`config.mk`:
```
export PLATFORM = sky130hd
export DESIGN_NAME = taylor_cos_series
export DESIGN_NICKNAME = d
export VERILOG_FILES = /design/src/design/tcos_pkg.sv /design/src/design/tcos_term_unit.sv /design/src/design/taylor_cos_series.sv
export SDC_FILE = /design/constraint.sdc
export NUM_CORES = 2
export LEC_CHECK = 0
export ABC_AREA = 1
export ABC_CLOCK_PERIOD_IN_PS = 12550
export BUFFER_PORTS_ARGS = -buffer_cell sky130_fd_sc_hd__buf_2
export CAP_MARGIN = 15
export CORE_UTILIZATION = 41
export CTS_BUF_LIST = sky130_fd_sc_hd__clkbuf_4 sky130_fd_sc_hd__clkbuf_8
export CTS_CLUSTER_DIAMETER = 40
export CTS_CLUSTER_SIZE = 16
export DETAILED_ROUTE_END_ITERATION = 7
export PLACE_DENSITY = 0.61
export REMOVE_ABC_BUFFERS = 1
export SKIP_LAST_GASP = 1
export SLEW_MARGIN = 20
export SYNTH_ARGS = -nofsm -noshare
export SYNTH_HDL_FRONTEND = slang
export SYNTH_SLANG_ARGS = --single-unit
```
`constraint.sdc`:
```
create_clock -name clk -period 12.55 [get_ports clk]
set_input_delay 1.8825 -clock clk [delete_from_list [all_inputs] [get_ports clk]]
set_output_delay 1.8825 -clock clk [all_outputs]
set_load 0.02 [all_outputs]
```
`src/design/tcos_pkg.sv`:
```
// Shared types, constants and state encodings for the fixed-point cosine series block.
package tcos_pkg;

  // Build-time sizing of the series engine
  localparam int MAX_TERMS  = 1024;
  localparam int FRAC_BITS  = 28;

  // Field widths of the request and response
  localparam int ANGLE_W    = 32;
  localparam int THR_W      = 32;
  localparam int TERMS_W    = 11;

  // Internal term and sum format: signed Q23.40
  localparam int ACC_W      = 64;
  localparam int ACC_FRAC   = 40;
  localparam int THR_SHIFT  = ACC_FRAC - THR_W;
  localparam int OUT_SHIFT  = ACC_FRAC - FRAC_BITS;
  localparam logic [ACC_W-1:0] ACC_ONE = ACC_W'(1) << ACC_FRAC;
  localparam logic [ACC_W-1:0] ACC_MAX = {1'b0, {(ACC_W-1){1'b1}}};
  localparam logic [ACC_W-1:0] ACC_MIN = {1'b1, {(ACC_W-1){1'b0}}};

  // Output clamp bounds in the widened sum format
  localparam logic signed [ACC_W-1:0] RES_HI = 64'sh0000_0000_7FFF_FFFF;
  localparam logic signed [ACC_W-1:0] RES_LO = 64'shFFFF_FFFF_8000_0000;
  localparam logic [ANGLE_W-1:0] COS_HI = 32'h7FFF_FFFF;
  localparam logic [ANGLE_W-1:0] COS_LO = 32'h8000_0000;

  // Term counter and series divisor (2n-1)(2n)
  localparam int CNT_W      = $clog2(MAX_TERMS + 1);
  localparam int D_MAX      = (2 * MAX_TERMS - 1) * (2 * MAX_TERMS);
  localparam int D_W        = $clog2(D_MAX + 1);

  // Shared 32x32 multiplier and the 128-bit product it builds
  localparam int MUL_W      = 32;
  localparam int PROD_W     = 2 * ACC_W;
  localparam int MUL_STEP_W = 3;
  localparam logic [MUL_STEP_W-1:0] MUL_PP0  = 3'd0;
  localparam logic [MUL_STEP_W-1:0] MUL_PP1  = 3'd1;
  localparam logic [MUL_STEP_W-1:0] MUL_PP2  = 3'd2;
  localparam logic [MUL_STEP_W-1:0] MUL_PP3  = 3'd3;
  localparam logic [MUL_STEP_W-1:0] MUL_DIV  = 3'd4;
  localparam logic [MUL_STEP_W-1:0] MUL_LAST = 3'd5;

  // Long division: 63 quotient bits, a few per cycle
  localparam int QUO_W      = ACC_W - 1;
  localparam int QSH        = 2 * FRAC_BITS + QUO_W;
  localparam int DIV_STEP   = 3;
  localparam int DIV_CYCLES = QUO_W / DIV_STEP;
  localparam int DIVC_W     = $clog2(DIV_CYCLES);
  localparam logic [DIVC_W-1:0] DIV_LAST = DIVC_W'(DIV_CYCLES - 1);

  typedef struct packed {
    logic signed [ANGLE_W-1:0] angle;
    logic [THR_W-1:0]          threshold;
    logic [TERMS_W-1:0]        term_limit;
  } cos_req_t;

  typedef struct packed {
    logic signed [ANGLE_W-1:0] cosine;
    logic [TERMS_W-1:0]        terms_added;
    logic                      clipped;
  } cos_res_t;

  typedef struct packed {
    logic load;
    logic step;
  } unit_cmd_t;

  typedef struct packed {
    logic busy;
    logic done;
  } unit_stat_t;

  typedef enum logic [1:0] {
    U_IDLE,
    U_SQUARE,
    U_MUL,
    U_DIV
  } unit_state_t;

  typedef enum logic [1:0] {
    S_IDLE,
    S_WAIT,
    S_ACCUM,
    S_FINISH
  } top_state_t;

endpackage

```
`src/design/tcos_term_unit.sv`:
```
// Term engine: squares the angle, then scales the term magnitude by x^2/((2n-1)(2n)).
module tcos_term_unit import tcos_pkg::*; (
  input  logic                      clk,
  input  logic                      rst,
  input  unit_cmd_t                 cmd,
  input  logic signed [ANGLE_W-1:0] angle,
  input  logic [CNT_W-1:0]          term_idx,
  output unit_stat_t                stat,
  output logic [ACC_W-1:0]          mag
);

  unit_state_t             state;
  unit_state_t             state_next;
  logic [MUL_STEP_W-1:0]   step;
  logic [DIVC_W-1:0]       div_cnt;
  logic [ANGLE_W-1:0]      ax;
  logic [ACC_W-1:0]        x2;
  logic [ACC_W-1:0]        pp;
  logic [PROD_W-1:0]       acc;
  logic [PROD_W-1:0]       pp_shift;
  logic [D_W-1:0]          d;
  logic [D_W-1:0]          rem;
  logic [QUO_W-1:0]        quo;
  logic [MUL_W-1:0]        mul_a;
  logic [MUL_W-1:0]        mul_b;
  logic [ACC_W-1:0]        prod;
  logic [D_W-1:0]          rem_w;
  logic [QUO_W-1:0]        quo_w;
  logic [D_W:0]            trial;
  logic                    sat;
  logic [MUL_W-1:0]        two_n;

  // Shared multiplier
  assign prod  = ACC_W'(mul_a) * ACC_W'(mul_b);
  assign two_n = MUL_W'({term_idx, 1'b0});

  // Quotient overflows 63 bits when the top of the product reaches the divisor
  assign sat = (acc >> QSH) >= PROD_W'(pp[D_W-1:0]);

  // Align the registered partial product for accumulation
  always_comb begin
    pp_shift = '0;
    unique case (step)
      MUL_PP1: pp_shift = PROD_W'(pp);
      MUL_PP2: pp_shift = PROD_W'(pp) << MUL_W;
      MUL_PP3: pp_shift = PROD_W'(pp) << MUL_W;
      MUL_DIV: pp_shift = PROD_W'(pp) << (2 * MUL_W);
      default: pp_shift = '0;
    endcase
  end

  // Restoring division, a few quotient bits per cycle
  always_comb begin
    rem_w = rem;
    quo_w = quo;
    trial = '0;
    for (int i = 0; i < DIV_STEP; i++) begin
      trial = {rem_w, quo_w[QUO_W-1]};
      quo_w = {quo_w[QUO_W-2:0], 1'b0};
      if (trial >= {1'b0, d}) begin
        trial    = trial - {1'b0, d};
        quo_w[0] = 1'b1;
      end
      rem_w = trial[D_W-1:0];
    end
  end

  // Next state
  always_comb begin
    state_next = state;
    unique case (state)
      U_IDLE: begin
        if (cmd.load) begin
          state_next = U_SQUARE;
        end else if (cmd.step) begin
          state_next = U_MUL;
        end
      end
      U_SQUARE: state_next = U_IDLE;
      U_MUL: begin
        if (step == MUL_LAST) begin
          state_next = sat ? U_IDLE : U_DIV;
        end
      end
      U_DIV: begin
        if (div_cnt == DIV_LAST) begin
          state_next = U_IDLE;
        end
      end
      default: state_next = U_IDLE;
    endcase
  end

  // Outputs: status and multiplier operands
  always_comb begin
    stat.busy = (state != U_IDLE);
    stat.done = 1'b0;
    mul_a     = '0;
    mul_b     = '0;
    unique case (state)
      U_IDLE: begin
        stat.done = 1'b0;
      end
      U_SQUARE: begin
        mul_a     = ax;
        mul_b     = ax;
        stat.done = 1'b1;
      end
      U_MUL: begin
        stat.done = (step == MUL_LAST) && sat;
        unique case (step)
          MUL_PP0: begin
            mul_a = mag[MUL_W-1:0];
            mul_b = x2[MUL_W-1:0];
          end
          MUL_PP1: begin
            mul_a = mag[MUL_W-1:0];
            mul_b = x2[ACC_W-1:MUL_W];
          end
          MUL_PP2: begin
            mul_a = mag[ACC_W-1:MUL_W];
            mul_b = x2[MUL_W-1:0];
          end
          MUL_PP3: begin
            mul_a = mag[ACC_W-1:MUL_W];
            mul_b = x2[ACC_W-1:MUL_W];
          end
          MUL_DIV: begin
            mul_a = two_n - MUL_W'(1);
            mul_b = two_n;
          end
          default: begin
            mul_a = '0;
            mul_b = '0;
          end
        endcase
      end
      U_DIV: begin
        stat.done = (div_cnt == DIV_LAST);
      end
      default: begin
        stat.done = 1'b0;
      end
    endcase
  end

  // Control registers
  always_ff @(posedge clk) begin
    if (rst) begin
      state   <= U_IDLE;
      step    <= '0;
      div_cnt <= '0;
    end else begin
      state   <= state_next;
      step    <= (state == U_MUL) ? step + MUL_STEP_W'(1) : '0;
      div_cnt <= (state == U_DIV) ? div_cnt + DIVC_W'(1) : '0;
    end
  end

  // Datapath registers
  always_ff @(posedge clk) begin
    unique case (state)
      U_IDLE: begin
        if (cmd.load) begin
          ax  <= angle[ANGLE_W-1] ? ANGLE_W'(-angle) : angle;
          mag <= ACC_ONE;
        end
        if (cmd.step) begin
          acc <= '0;
        end
      end
      U_SQUARE: begin
        x2 <= prod;
      end
      U_MUL: begin
        pp  <= prod;
        acc <= acc + pp_shift;
        if (step == MUL_LAST) begin
          d   <= pp[D_W-1:0];
          rem <= D_W'(acc >> QSH);
          quo <= acc[2*FRAC_BITS +: QUO_W];
          if (sat) begin
            mag <= ACC_MAX;
          end
        end
      end
      U_DIV: begin
        rem <= rem_w;
        quo <= quo_w;
        if (div_cnt == DIV_LAST) begin
          mag <= ACC_W'(quo_w);
        end
      end
      default: begin
        pp <= pp;
      end
    endcase
  end

endmodule

```
`src/design/taylor_cos_series.sv`:
```
// Fixed-point cosine by Maclaurin series, one request at a time.
//
// Request channel (req_valid / req_stall / req): angle in signed Q3.28,
// a term-magnitude threshold in unsigned Q0.32 (zero turns off the early
// stop) and a term limit, clamped to MAX_TERMS. A request is taken when
// req_valid is high and req_stall is low; req_stall stays high from the
// cycle after acceptance until the result moves into the response register.
// Response channel (rsp_valid / rsp_stall / rsp): cosine in signed Q3.28,
// saturated with the clipped flag, and the number of terms summed.
// Each term after the first passes through the shared 32x32 multiplier
// (four partial products plus the divisor) and then through the 3-bit-per-
// cycle divider. A term whose scaled magnitude saturates skips the divider.
// A zero term limit goes straight to the finish state and answers with no
// terms summed. The block works on one request at a time; the next request
// is taken as soon as the previous result sits in the response register,
// even while rsp_stall holds it there.
// Reset clears the sequencers and the response valid; no request is taken
// while rst is high.
module taylor_cos_series import tcos_pkg::*; (
  input  logic     clk,
  input  logic     rst,
  input  logic     req_valid,
  output logic     req_stall,
  input  cos_req_t req,
  output logic     rsp_valid,
  input  logic     rsp_stall,
  output cos_res_t rsp
);

  top_state_t              state;
  top_state_t              state_next;
  unit_cmd_t               cmd;
  unit_stat_t              stat;
  logic [ACC_W-1:0]        mag;
  logic                    accept;
  logic [CNT_W-1:0]        lim_in;
  logic [CNT_W-1:0]        limit;
  logic [CNT_W-1:0]        cnt;
  logic [CNT_W-1:0]        cnt_inc;
  logic [THR_W-1:0]        thr;
  logic                    neg;
  logic signed [ACC_W-1:0] sum;
  logic signed [ACC_W-1:0] sum_next;
  logic [ACC_W:0]          tot;
  logic                    stop;
  logic                    rsp_load;
  logic signed [ACC_W-1:0] scaled;
  cos_res_t                res_next;

  assign accept  = req_valid && !req_stall;
  assign lim_in  = (32'(req.term_limit) > 32'(MAX_TERMS)) ? CNT_W'(MAX_TERMS)
                                                          : CNT_W'(req.term_limit);
  assign cnt_inc = cnt + CNT_W'(1);

  // Saturating add or subtract of the current term
  always_comb begin
    tot = neg ? ({sum[ACC_W-1], sum} - {1'b0, mag}) : ({sum[ACC_W-1], sum} + {1'b0, mag});
    if (tot[ACC_W] != tot[ACC_W-1]) begin
      sum_next = tot[ACC_W] ? ACC_MIN : ACC_MAX;
    end else begin
      sum_next = tot[ACC_W-1:0];
    end
  end

  // Stop after a small term or at the limit
  assign stop = (mag < ACC_W'({thr, {THR_SHIFT{1'b0}}})) || (cnt_inc == limit);

  // Scale the sum to the output format and clamp
  always_comb begin
    scaled               = sum >>> OUT_SHIFT;
    res_next.terms_added = TERMS_W'(cnt);
    res_next.clipped     = (scaled > RES_HI) || (scaled < RES_LO);
    if (scaled > RES_HI) begin
      res_next.cosine = COS_HI;
    end else if (scaled < RES_LO) begin
      res_next.cosine = COS_LO;
    end else begin
      res_next.cosine = scaled[ANGLE_W-1:0];
    end
  end

  tcos_term_unit u_term (
    .clk      (clk),
    .rst      (rst),
    .cmd      (cmd),
    .angle    (req.angle),
    .term_idx (cnt),
    .stat     (stat),
    .mag      (mag)
  );

  // Next state
  always_comb begin
    state_next = state;
    unique case (state)
      S_IDLE: begin
        if (accept) begin
          state_next = (lim_in == '0) ? S_FINISH : S_WAIT;
        end
      end
      S_WAIT: begin
        if (stat.done) begin
          state_next = S_ACCUM;
        end
      end
      S_ACCUM: begin
        state_next = stop ? S_FINISH : S_WAIT;
      end
      S_FINISH: begin
        if (!rsp_valid || !rsp_stall) begin
          state_next = S_IDLE;
        end
      end
      default: state_next = S_IDLE;
    endcase
  end

  // Outputs of the sequencer
  always_comb begin
    req_stall = rst || (state != S_IDLE);
    cmd.load  = (state == S_IDLE) && accept && (lim_in != '0);
    cmd.step  = (state == S_ACCUM) && !stop;
    rsp_load  = (state == S_FINISH) && (!rsp_valid || !rsp_stall);
  end

  // Control registers
  always_ff @(posedge clk) begin
    if (rst) begin
      state     <= S_IDLE;
      rsp_valid <= 1'b0;
    end else begin
      state <= state_next;
      if (rsp_load) begin
        rsp_valid <= 1'b1;
      end else if (!rsp_stall) begin
        rsp_valid <= 1'b0;
      end
    end
  end

  // Request capture, running sum and response register
  always_ff @(posedge clk) begin
    if (accept) begin
      thr   <= req.threshold;
      limit <= lim_in;
      sum   <= '0;
      neg   <= 1'b0;
      cnt   <= '0;
    end
    if (state == S_ACCUM) begin
      sum <= sum_next;
      cnt <= cnt_inc;
      if (cmd.step) begin
        neg <= ~neg;
      end
    end
    if (rsp_load) begin
      rsp <= res_next;
    end
  end

`ifndef SYNTH
  a_cmd_idle: assert property (@(posedge clk) disable iff (rst)
    (cmd.load || cmd.step) |-> !stat.busy)
    else $error("term unit commanded while busy");

  a_cnt_limit: assert property (@(posedge clk) disable iff (rst)
    (state == S_FINISH) |-> (cnt <= limit))
    else $error("more terms summed than the limit");

  a_rsp_src: assert property (@(posedge clk) disable iff (rst)
    $rose(rsp_valid) |-> ($past(state) == S_FINISH))
    else $error("response raised outside finish");
`endif

endmodule
```
==> parameters.txt <==
Parameter                              Value

Timing
  Max Fclk    0.0846 GHz
  Clock skew    0.0651 ns
  Sum Neg Setup Slack    0 ns
  Slew of the pin with the lowest slew margin    1.32 ns
  Setup repair after global routing missed its margin    false
  Final hold violations    0
  Worst hold slack    0.471 ns
  Final period utilization    a little over nine tenths
  Max-slew headroom at the worst pin    a little over a tenth
  Max-slew violations    0
  Final setup violation count    0
  Final Worst Setup Slack    just over 0.7 ns
  Post-route minimum period    ~12 ns

Finish
  Area of all sequential standard cells    0.0189 sq mm
  Layout Cells excl Fill    13300
  Area growth from synthesis to layout    8.42%
  Share of final-layout standard cells stronger than drive strength 1    under 10%
  Area of combinational cells with multiple inputs    between 0.05 and 0.06 sq mm
  Filler cell count    20300
  Final net count    roughly 12000
  Finished layout cell area    approximately 0.089 sq mm

Worst setup path
  Critical path capture point    u_term.pp[29]
  Reg2Reg Setup Slack    slightly above 0.7 ns
  Type of element capturing the critical path    register
  FF-to-FF path depth    30
  Reg-to-reg critical path endpoint    u_term.pp[29]
  Worst setup SP type    register
  Startpoint of the worst register-to-register path    u_term.state[1]
  Crit path max-delay cell type    nand2_1
  Required arrival time at the worst endpoint    approximately 13 ns
  Worst Path Max Fanout    52
  Most common cell type on the critical path    fa_1
  WS Path Type    reg2reg
  Slowest cell delay on critical path    around 0.87 ns
  Critical path arrival    around 12 ns
  Launch point of the worst path    u_term.state[1]

Routing
  Post-DR vias/cell    around 5.6
  Number of search-and-repair iterations in the first detailed-routing pass    6
  WL/cell    ~29 um
  Detail Route Antenna Nets    0
  Via total after detailed routing    roughly 75000
  Residual DRC count    0
  Final WL    between 300 and 400 mm
  Starting DRT DRC Count    a little under 8000

Yosys
  Number of flops mapped to enable cells by yosys    between 600 and 700
  Main combinational cell family by area after synthesis    adder cells
  Synth Cell Area    between 0.08 and 0.09 sq mm
  Top post-synthesis cells by area    edfxtp_1 (23%), fa_1 (22%), nand2_1 (9.7%)
  Synthesized-area fraction occupied by ao, oa, aoi and oai cells    11.2%
  Seq/Total Area, Yosys    roughly 23%
  Share of synthesized registers carrying an async set or reset    0%
  Primary FF master, synth    edfxtp_1
  Fraction of synthesized area in multiplexers    0%
  Basic-gate share of the synthesized area counting and, or, nand and nor cells    a little over a fifth
  Fraction of synthesized cell area in xor and xnor cells    under 10%
  Arithmetic-cell share of the synthesized area counting full adders, half adders and majority gates    30.9%
  Most area-hungry cell type in the Yosys netlist    edfxtp_1
  Total number of yosys warnings    0
  Number of flip-flops and latches in the synthesized netlist    634
  Number of different library cells in the post-synthesis netlist    between 60 and 70
  Proportion of netlist area held by the largest area contributor    a little under a quarter
  Post-synthesis area per instance    7.81 sq um
  Gate count of the mapped netlist    approximately 10000

Run
  Max-Cap Viols    0

Worst hold path
  Hold WC Path Type    reg2reg
  Worst hold path depth    1

Power and ir drop
  Static leakage    just over 40 nW
  Power density over cell area    roughly 200 mW/mm^2
  Worst IR Drop VDD    ~0.12 mV

GRT
  Global-route wire length before repair    roughly 540 mm
  Maximum number of pins on one net before global-route repair    about 160
  Global-route usage over all layers    roughly two fifths
  Number of global-route vias before repair    74400
  Number of antenna violations at the first check in global routing    23
  Grt total ovfl    0

Clocking
  Clock tree from TritonCTS    yes
  Clock latency on the worst-skew pair    roughly 0.96 ns
  Maximum clock path buffer count    3
  Post-CTS clock slew at the launch and capture registers of the worst setup and hold paths    0.08 ns
  H-Tree Level Count    4
  Resize count post-CTS    0
  Root Driver    clkbuf_8
  Total CTS buffers    139
  Num Clock Sinks    about 630
  CTS hold repair buffers    0
  Post-CTS Setup Repair Bufs    0

Place
  Number of placed instances, taps included    around 13000
  Total half-perimeter wirelength after legalization and detailed placement    roughly 320 mm
  Weighted congestion at the end of routability-driven global placement    between 1 and 1.5
  Number of buffers inserted by port buffering    ~120
  Post-placement cell area    approximately 0.085 sq mm
  Pre-CTS worst setup slack    slightly above 0.9 ns

Floorplanning
  Effective utilization at floorplan    around two fifths
  Overall die width    between 400 and 500 um
  Die area    ~0.20 sq mm
  Core Region    between 0.15 and 0.2 sq mm
  IO Count    between 100 and 150
  Total number of placement rows    about 160
  Die H    448 um

Status
  Result of the run    completed
## cell families (layout without fill, tap and decap cells)
kind of cell / after synthesis / count (layout)
AOI/OAI and AO/OA: 1599 / 1599
xor gates and xnor gates: 268 / 268
adders and majority gates: 1478 / 1478
buffers and inverters: 2279 / 2504
DFF: 634 / 634
other: 0 / 21
and+or+nand+nor: 4205 / 4205
## state kept, by name, summed over array words and instances, names as in the netlist, 22 cells and up
signal,flops
rsp,44
sum,64
thr,32
u_term.acc,128
u_term.ax,32
u_term.d,22
u_term.mag,63
u_term.pp,64
u_term.quo,63
u_term.rem,22
u_term.x2,64
## synthesized netlist by cell type, drive strengths merged (38+ instances only)
library cell / instances
o21ai: 492
o21a: 60
nor2: 1500
xor2: 191
a21o: 38
a31oi: 47
a21oi: 735
clkbuf: 142
nand2: 2175
fa: 901
nand3: 304
nor4: 49
buf: 145
edfxtp: 620
o21bai: 49
nor3: 76
xnor2: 77
ha: 577
nand4: 60
inv: 1981
o22ai: 64
## placed cells by master, fill, tap and decap left out, types with 13 or more instances in the layout
master	n
nand2_1	2106
inv_1	1965
nor2_1	1447
fa_1	901
a21oi_1	710
edfxtp_1	620
ha_1	574
o21ai_0	458
nand3_1	302
xor2_1	191
clkbuf_8	141
buf_4	131
buf_2	124
xnor2_1	77
nor3_1	71
nand2_2	67
o22ai_1	64
o21a_1	60
nand4_1	58
a31oi_1	47
nor4_1	47
o21bai_1	47
a21o_1	38
nor2_2	29
clkinv_1	28
o211ai_1	28
o21ai_1	25
a21boi_0	22
inv_6	22
diode_2	21
inv_2	15
o221ai_1	14
dfxtp_1	14
a21oi_4	13
clkinv_2	13
clkbuf_4	13
## worst min-delay path by stage
stage | startpoint | endpoint | slack (ns)
4_1_cts | u_term.pp[16] | u_term.d[16] | 0.47
6_report | u_term.div_cnt[0] | u_term.div_cnt[0] | 0.47
3_5_place_dp | u_term.pp[16] | u_term.d[16] | 0.44
2_1_floorplan | u_term.pp[14] | u_term.d[14] | 0.43
3_3_place_gp | u_term.div_cnt[0] | u_term.div_cnt[0] | 0.44
5_1_grt | u_term.pp[16] | u_term.d[16] | 0.49
## through the flow
step | util (%) | power (mW)
after global routing | 44.8 | 18.7
after CTS | 44.8 | 17.6
final | 44.8 | 17.8
after global placement | 43.2 | 14.9
after detailed placement | 43.2 | 14.9
after floorplan | - | 10.3
## power by group
group	internal, mW	switching [mW]	leakage [nW]
combinational	2.91	8.23	33.6
sequential	3.35	0.631	5.93
clock	1.40	1.24	1.60
## worst max-delay path, delay by kind of cell (launching register included)
| family | cells | cell delay, ns |
|---|---|---|
| compound gates | 2 | 0.87 |
| xor+xnor | 1 | 0.61 |
| fa+ha+maj | 10 | 5.25 |
| buf+inv | 7 | 0.58 |
| flops | 1 | 0.38 |
| simple gates | 10 | 3.80 |
## cell type report
class	instances	area share, %
sequential	634	21.3
tap	2640	3.73
timing repair buffer	256	1.83
clock inverter	102	1.25
multi-input combinational	7550	61.1
clock buffer	154	2.30
inverter	1992	8.44
antenna	21	0.0593
## layer usage
layer / share of wire, % / wire length, um / vias up / GRT usage, %
li1: - / - / 33300 / -
met1: 41 / 157000 / 37200 / 49.9
met2: 43 / 167000 / 3735 / 58.0
met3: 8.7 / 33300 / 812 / 7.98
met4: 7.0 / 26700 / 6 / 22.9
met5: 0.0091 / 35 / - / 0
(Power assumes the default switching activity.)
